File: src/hdl/slc_pkg.sv
// ----------------------------------------------------------------------------
// slc_pkg: shared types and codes for the speed limiter / cruise controller
// Holds the status, mode, event kind and action codes, and the link bytes.
// ----------------------------------------------------------------------------
package slc_pkg;

	// Limiter and cruise status
	typedef enum logic [1:0] {
		ST_OFF     = 2'd0,
		ST_ON      = 2'd1,
		ST_STANDBY = 2'd2
	} status_t;

	// Operating mode
	typedef enum logic [1:0] {
		MODE_MAIN   = 2'd0,
		MODE_CRUISE = 2'd1,
		MODE_LIMIT  = 2'd2,
		MODE_ALARM  = 2'd3
	} mode_t;

	// Event kind carried on the input tuser
	typedef enum logic [2:0] {
		KIND_LINK    = 3'd0,
		KIND_CRUISE  = 3'd1,
		KIND_LIMITER = 3'd2,
		KIND_STANDBY = 3'd3,
		KIND_INC     = 3'd4,
		KIND_DEC     = 3'd5
	} kind_t;

	// Reported action
	typedef enum logic [1:0] {
		ACT_NONE   = 2'd0,
		ACT_RESIST = 2'd1,
		ACT_ADJUST = 2'd2
	} action_t;

	// Link bytes with a fixed meaning; anything else is a speed
	localparam logic [7:0] BYTE_GAS     = 8'hFF;
	localparam logic [7:0] BYTE_BRAKE   = 8'hFE;
	localparam logic [7:0] BYTE_RELEASE = 8'hFD;

	// Result beat width: 34 bits of fields padded to whole bytes
	localparam int unsigned OUT_W = 40;

endpackage

File: src/hdl/speed_limiter_cruise_mode_controller.sv
// ----------------------------------------------------------------------------
// speed_limiter_cruise_mode_controller: limiter / cruise mode controller
// Takes button and link events, keeps mode, status and speeds, runs the
// control decision and reports one status beat per event.
// ----------------------------------------------------------------------------
//
// Channel   Dir  Beat contents
// s_axis    in   tuser = kind[2:0]; tdata = payload[7:0]
// m_axis    out  tdata = mode, limiter_status, cruise_status, set_speed,
//                vehicle_speed, action, adjust_amount, alarm_on, buzzer_on
//
// One event per cycle sustained while m_axis is not stalled. An accepted
// event is held in the input register; the state update and the decision
// run combinationally from it, and the result loads into the output
// register on advance, from where the beat shows on m_axis.
// Reset clears the mode, statuses, speeds and flags to zero (main, off).
// A stalled output holds its beat; the input register still takes one more
// event, after that s_axis_tready drops until the output drains.

module speed_limiter_cruise_mode_controller (
	input  logic                            clk,
	input  logic                            arst_n,
	input  logic                            s_axis_tvalid,
	output logic                            s_axis_tready,
	input  logic [7:0]                      s_axis_tdata,  // [7:0] payload
	input  logic [2:0]                      s_axis_tuser,  // [2:0] kind
	output logic                            m_axis_tvalid,
	input  logic                            m_axis_tready,
	// [1:0] mode, [3:2] limiter_status, [5:4] cruise_status,
	// [13:6] set_speed, [21:14] vehicle_speed, [23:22] action,
	// [31:24] adjust_amount, [32] alarm_on, [33] buzzer_on, [39:34] zero
	output logic [slc_pkg::OUT_W-1:0]       m_axis_tdata
);

	// Input register
	logic                 valid_s1;
	slc_pkg::kind_t       kind_s1;
	logic [7:0]           pay_s1;

	// Controller state
	slc_pkg::mode_t       mode_q;
	slc_pkg::status_t     lim_q;
	slc_pkg::status_t     cru_q;
	logic [7:0]           spd_q;
	logic [7:0]           meas_q;
	logic                 gas_q;
	logic                 alarm_q;

	// Output register
	logic                        out_valid_q;
	logic [slc_pkg::OUT_W-1:0]   out_data_q;

	// Next-state values
	slc_pkg::mode_t       mode_n;
	slc_pkg::status_t     lim_n;
	slc_pkg::status_t     cru_n;
	logic [7:0]           spd_n;
	logic [7:0]           meas_n;
	logic                 gas_n;
	logic                 alarm_n;
	logic                 go;
	logic                 brake;
	slc_pkg::action_t     act;
	logic [7:0]           amt;
	logic                 advance;

	// Move an event to the output when the output is free or drains
	assign advance       = valid_s1 && (!out_valid_q || m_axis_tready);
	assign s_axis_tready = !valid_s1 || advance;
	assign m_axis_tvalid = out_valid_q;
	assign m_axis_tdata  = out_data_q;

	// Event handling followed by the control decision
	always_comb begin
		mode_n  = mode_q;
		lim_n   = lim_q;
		cru_n   = cru_q;
		spd_n   = spd_q;
		meas_n  = meas_q;
		gas_n   = gas_q;
		alarm_n = alarm_q;
		go      = 1'b0;
		brake   = 1'b0;
		act     = slc_pkg::ACT_NONE;
		amt     = 8'd0;

		unique case (kind_s1)
			slc_pkg::KIND_LINK: begin
				if (pay_s1 == slc_pkg::BYTE_GAS) begin
					gas_n = 1'b1;
					go    = 1'b1;
				end else if (pay_s1 == slc_pkg::BYTE_BRAKE) begin
					// brake counts only while cruise is on
					if (cru_q == slc_pkg::ST_ON) begin
						brake = 1'b1;
						go    = 1'b1;
					end
				end else if (pay_s1 == slc_pkg::BYTE_RELEASE) begin
					gas_n = 1'b0;
					go    = 1'b1;
				end else begin
					meas_n = pay_s1;
					go     = 1'b1;
				end
			end
			slc_pkg::KIND_CRUISE: begin
				if (cru_q == slc_pkg::ST_OFF) begin
					mode_n = slc_pkg::MODE_CRUISE;
					lim_n  = slc_pkg::ST_OFF;
					cru_n  = slc_pkg::ST_ON;
					spd_n  = 8'd0;
					go     = 1'b1;
				end else begin
					mode_n = slc_pkg::MODE_MAIN;
					cru_n  = slc_pkg::ST_OFF;
				end
			end
			slc_pkg::KIND_LIMITER: begin
				if (lim_q == slc_pkg::ST_OFF) begin
					mode_n = slc_pkg::MODE_LIMIT;
					cru_n  = slc_pkg::ST_OFF;
					lim_n  = slc_pkg::ST_ON;
					spd_n  = 8'd0;
					go     = 1'b1;
				end else begin
					mode_n = slc_pkg::MODE_MAIN;
					lim_n  = slc_pkg::ST_OFF;
				end
			end
			slc_pkg::KIND_STANDBY: begin
				if (lim_q == slc_pkg::ST_ON) begin
					lim_n  = slc_pkg::ST_STANDBY;
					mode_n = slc_pkg::MODE_MAIN;
				end else if (cru_q == slc_pkg::ST_ON) begin
					cru_n  = slc_pkg::ST_STANDBY;
					mode_n = slc_pkg::MODE_MAIN;
				end
			end
			slc_pkg::KIND_INC, slc_pkg::KIND_DEC: begin
				// resume from standby, else step the set speed
				if (lim_q == slc_pkg::ST_STANDBY) begin
					mode_n = slc_pkg::MODE_LIMIT;
					lim_n  = slc_pkg::ST_ON;
					go     = 1'b1;
				end else if (cru_q == slc_pkg::ST_STANDBY) begin
					mode_n = slc_pkg::MODE_CRUISE;
					cru_n  = slc_pkg::ST_ON;
					if (kind_s1 == slc_pkg::KIND_DEC) begin
						spd_n = meas_q;
					end
					go = 1'b1;
				end else if (mode_q != slc_pkg::MODE_MAIN) begin
					spd_n = (kind_s1 == slc_pkg::KIND_INC) ? spd_q + 8'd1 : spd_q - 8'd1;
					go    = 1'b1;
				end
			end
			default: begin
			end
		endcase

		// Control decision on the updated state
		if (go) begin
			if (lim_n == slc_pkg::ST_ON) begin
				if (spd_n == 8'd0) begin
					spd_n = meas_n;
					act   = slc_pkg::ACT_RESIST;
				end else if (meas_n == spd_n) begin
					act = slc_pkg::ACT_RESIST;
				end else if (meas_n > spd_n) begin
					mode_n  = slc_pkg::MODE_ALARM;
					alarm_n = 1'b1;
				end else if (mode_n == slc_pkg::MODE_ALARM) begin
					mode_n  = slc_pkg::MODE_MAIN;
					alarm_n = 1'b0;
				end
			end else if (cru_n == slc_pkg::ST_ON) begin
				if (spd_n == 8'd0) begin
					spd_n = meas_n;
					act   = slc_pkg::ACT_ADJUST;
				end else if (meas_n > spd_n) begin
					mode_n  = slc_pkg::MODE_ALARM;
					alarm_n = 1'b1;
				end else if (mode_n == slc_pkg::MODE_ALARM) begin
					mode_n  = slc_pkg::MODE_MAIN;
					alarm_n = 1'b0;
				end else begin
					act = slc_pkg::ACT_ADJUST;
					amt = spd_n - meas_n;
				end
				// brake drops cruise to standby
				if (brake) begin
					mode_n = slc_pkg::MODE_MAIN;
					cru_n  = slc_pkg::ST_STANDBY;
				end
			end
		end
	end

	// Input register: take a beat whenever ready
	always_ff @(posedge clk or negedge arst_n) begin
		if (!arst_n) begin
			valid_s1 <= 1'b0;
		end else if (s_axis_tready) begin
			valid_s1 <= s_axis_tvalid;
		end
	end

	always_ff @(posedge clk) begin
		if (s_axis_tready && s_axis_tvalid) begin
			kind_s1 <= slc_pkg::kind_t'(s_axis_tuser);
			pay_s1  <= s_axis_tdata;
		end
	end

	// State update on advance
	always_ff @(posedge clk or negedge arst_n) begin
		if (!arst_n) begin
			mode_q  <= slc_pkg::MODE_MAIN;
			lim_q   <= slc_pkg::ST_OFF;
			cru_q   <= slc_pkg::ST_OFF;
			spd_q   <= 8'd0;
			meas_q  <= 8'd0;
			gas_q   <= 1'b0;
			alarm_q <= 1'b0;
		end else if (advance) begin
			mode_q  <= mode_n;
			lim_q   <= lim_n;
			cru_q   <= cru_n;
			spd_q   <= spd_n;
			meas_q  <= meas_n;
			gas_q   <= gas_n;
			alarm_q <= alarm_n;
		end
	end

	// Output register: load on advance, drop once taken
	always_ff @(posedge clk or negedge arst_n) begin
		if (!arst_n) begin
			out_valid_q <= 1'b0;
		end else if (advance) begin
			out_valid_q <= 1'b1;
		end else if (m_axis_tready) begin
			out_valid_q <= 1'b0;
		end
	end

	always_ff @(posedge clk) begin
		if (advance) begin
			out_data_q <= {6'd0, alarm_n && !gas_n, alarm_n, amt, act, meas_n, spd_n,
				cru_n, lim_n, mode_n};
		end
	end

endmodule

File: config.mk
export PLATFORM = sky130hd
export DESIGN_NAME = speed_limiter_cruise_mode_controller
export DESIGN_NICKNAME = d
export VERILOG_FILES = /design/src/hdl/slc_pkg.sv /design/src/hdl/speed_limiter_cruise_mode_controller.sv
export SDC_FILE = /design/constraint.sdc
export NUM_CORES = 1
export LEC_CHECK = 0
export BUFFER_PORTS_ARGS = -buffer_cell sky130_fd_sc_hd__buf_2
export CAP_MARGIN = 40
export CELL_PAD_IN_SITES_DETAIL_PLACEMENT = 1
export CELL_PAD_IN_SITES_GLOBAL_PLACEMENT = 1
export CORE_MARGIN = 4
export CORE_UTILIZATION = 45
export DETAILED_ROUTE_END_ITERATION = 10
export PLACE_DENSITY_LB_ADDON = 0.1
export SYNTH_ARGS = -nofsm -noshare
export SYNTH_HDL_FRONTEND = slang
export SYNTH_SLANG_ARGS = --single-unit
File: constraint.sdc
create_clock -name clk -period 5.9 [get_ports clk]
set_clock_uncertainty 0.15 [all_clocks]
set_input_delay 0.59 -clock clk [delete_from_list [all_inputs] [get_ports clk]]
set_output_delay 0.59 -clock clk [all_outputs]
set_load 0.1 [all_outputs]
==> key figures <==
Place
  • IO Port Bufs: 50
  • Gpl congestion: between 0.8 and 0.9
  • Worst Setup Slack post-DPL: slightly below 900 ps
  • Post-DP HPWL: 8472 µm

Synth
  • Synthesized instance count: 425
  • Distinct cells, synth: 65
  • #FFs+latches synth: 71
  • Synthesized area: 4279 µm²
  • Adder-Cell Fraction of Synth Area: 5.322%
  • Most used DFF post-synth: edfxtp_1
  • Warnings, synthesis: 0
  • Syn Area/Cell: 10.07 µm²
  • Leading area contributor after synthesis: edfxtp_1
  • Synth area leaders: edfxtp_1 32%, dfrtp_1 15%, ha_1 4.4%
  • Post-synthesis mux area share: 5.000%
  • Xor and xnor area share after synthesis: 2.047%
  • Simple-gate share of the synthesized area: 18.77%
  • Post-synth ARST share: a little over a third
  • Sequential area share after synthesis: a little under half
  • Share of the synthesized area in the top cell type: a little under a third
  • Compound-gate portion of the synthesized area: ~17%
  • Largest family of logic cells by synthesized area: simple AND/OR/NAND/NOR gates
  • EDFF count, synth: 45

Worst setup path
  • Required time worst endpoint: between 5000 and 6000 ps
  • Crit-path max FO: 8
  • Most frequent CP cell: inv_1
  • Crit end category: register
  • CP max-delay cell: a211oi_1
  • Worst path bufs/invs: 4
  • Setup CP Type: reg2reg
  • Startpoint types: register
  • Critical Path AT: 5040 ps
  • Cells along the critical path: nor3b_1 -> buf_4 -> inv_1 -> ha_1 -> a21oi_1 -> a21oi_1 -> or3_1 -> a31o_2 -> a221oi_1 -> inv_1 -> ha_1 -> a21o_1 -> a21o_1 -> a211oi_1 -> inv_1 -> o21ai_0 -> or3_1 -> nor2_1
  • Cell family with most CP delay: compound AO/OA/AOI/OAI gates
  • Worst path max stage delay: 490 ps

Pwr
  • Total Power: 2.722 mW
  • Lkg Pwr: 2.088 nW
  • Peak VDD IR: 0.0001726 V
  • PD cells: 564.5 nW/µm²

Clock tree
  • Cts hold-fix bufs: 0
  • Clock latency on the worst-skew pair: around 360 ps
  • CTS tree: built
  • CTS buffer count: 9
  • Clock Sinks: 71
  • Clk buf depth: 2
  • Post-CTS setup buffer count: 0
  • Clock Tree Root: clkbuf_8
  • Htree depth: 3
  • CTS resizes: 0
  • Reg clk slew, reported paths: approximately 90 ps

Routing
  • Avg Vias per Cell: 5.642
  • Final WL: roughly 11000 µm
  • Drt initial violations: 200
  • Vias: 3419
  • Drt drc: 0
  • First-pass iteration count of the detailed router: 4
  • Final antenna-violating net count: 0
  • DR WL/cell: between 15 and 20 µm

STA
  • # setup viols final: 0
  • Fin. Hold Viols: 0
  • Fin crit period: roughly 5100 ps
  • RSZ-0062 raised after global routing: no
  • Slack of the critical path: approximately 810 ps
  • Hold WS: 124.4 ps
  • Worst slew pin tran: 877.9 ps
  • Fin. max-slew vios: 0
  • Max Freq: about 0.20 GHz
  • Final setup TNS: 0 ps
  • Period utilisation layout: ~86%
  • Slew HR: 41.33%

Finish
  • Fill cells: ~1100
  • Ant diodes: 0
  • Commonest non-fill, non-tap cell in the layout: buf_2
  • Layout area overhead: 12.66%
  • Share of layout cells above drive strength 1: 20.55%
  • Most frequent cells in the layout: 50 x buf_2, 45 x edfxtp_1, 37 x nand2_1
  • NumNets Final: 504

GRT
  • Largest net degree at the start of global routing: 50
  • GR Overflow Total: 0
  • Vias in the first global route: 3536
  • All-Layer GR Usage: 20.94%
  • Global-route wire length before repair: 18550 µm
  • Initial antenna violation count: 0

Floorplan
  • Chip height: 105.5 µm
  • Die width: 105.5 µm
  • IO Pins: 57
  • Core ar.: 9240 µm²
  • Die ar.: 11130 µm²
  • Initial core utilization: between 40% and 50%
  • Row count: 35

Outcome
  • Status: completed

Flow run
  • Max cap viols: 0

Min path
  • Hold Crit Class: in2async
## final cells by class
class / instances / area, µm² / share of cell area [%]
multi-input cells: 309 / 2066 / 42.85
inverters: 23 / 86.33 / 1.791
well taps: 129 / 161.4 / 3.348
clock buffers: 10 / 127.6 / 2.647
flip-flops and latches: 71 / 2002 / 41.53
clock inverters: 6 / 67.56 / 1.402
repair buffers: 58 / 310.3 / 6.437
## sequential cells by signal (all words and copies together) (netlist names)
| register | flops |
|---|---|
| gas_q | 1 |
| valid_s1 | 1 |
| pay_s1 | 8 |
| m_axis_tvalid | 1 |
| cru_q | 2 |
| lim_q | 2 |
| mode_q | 2 |
| alarm_q | 1 |
| spd_q | 8 |
| m_axis_tdata | 34 |
| kind_s1 | 3 |
| meas_q | 8 |
## per-stage QoR
| stage | cells | utilization [%] | cell area, µm² |
|---|---|---|---|
| 2_1_floorplan | 430 | - | 4298 |
| 4_1_cts | 606 | 52.17 | 4821 |
| 6_report | 606 | 52.17 | 4821 |
| 5_1_grt | 606 | 52.17 | 4821 |
| 3_3_place_gp | 590 | 50.06 | 4626 |
| 3_5_place_dp | 590 | 50.06 | 4626 |
## worst register-to-register path: cells and delay by family (launching register included)
family | cells | cell delay (ps)
AOI/OAI and AO/OA | 8 | 2140
buffers and inverters | 4 | 530
and+or+nand+nor | 4 | 920
DFF | 1 | 390
adders and majority gates | 2 | 710
## power by group
group / switching, mW / total (mW) / internal, mW
combinational: 1.03 / 1.53 / 0.507
clock: 0.203 / 0.401 / 0.198
sequential: 0.116 / 0.788 / 0.672
total: 1.34 / 2.72 / 1.38
## kinds of logic after synthesis
family | count (synthesis)
adder cells (fa/ha/maj) | 17
flip-flops | 71
multiplexers | 20
AO/OA/AOI/OAI | 108
AND/OR/NAND/NOR | 148
other | 1
buffers and inverters | 50
XOR/XNOR | 10
## cell usage after synthesis, types with 11 or more instances
cell / number
nand2b_1: 14
inv_1: 22
mux2_2: 11
o21ai_0: 22
clkbuf_1: 14
nor2_1: 26
edfxtp_1: 45
dfrtp_1: 26
nor2b_1: 11
nand2_1: 37
nand3_1: 12
a21oi_1: 27
ha_1: 15
## per-layer routing
layer  GRT usage, %  up-vias  wire length [µm]
met5              0        -                 0
met4          5.735        0               130
met3          3.246       11               399
met2          34.34       66              5402
met1          28.92     1708              5417
li1               -     1634                 -
## path summary, 6_finish.rpt
path | start | end | slack (ps) | depth (start not counted)
hold / removal | arst_n | lim_q[1] | 120 | 1
max in group asynchronous | arst_n | spd_q[3] | 5020 | 1
min in group clk | s_axis_tdata[1] | pay_s1[1] | 250 | 1
hold reg to reg | valid_s1 | m_axis_tvalid | 360 | 1
setup / recovery | kind_s1[1] | m_axis_tdata[31] | 810 | 18
setup reg to reg | kind_s1[1] | m_axis_tdata[31] | 810 | 18
Note: power is estimated with default switching activity, not from simulation.
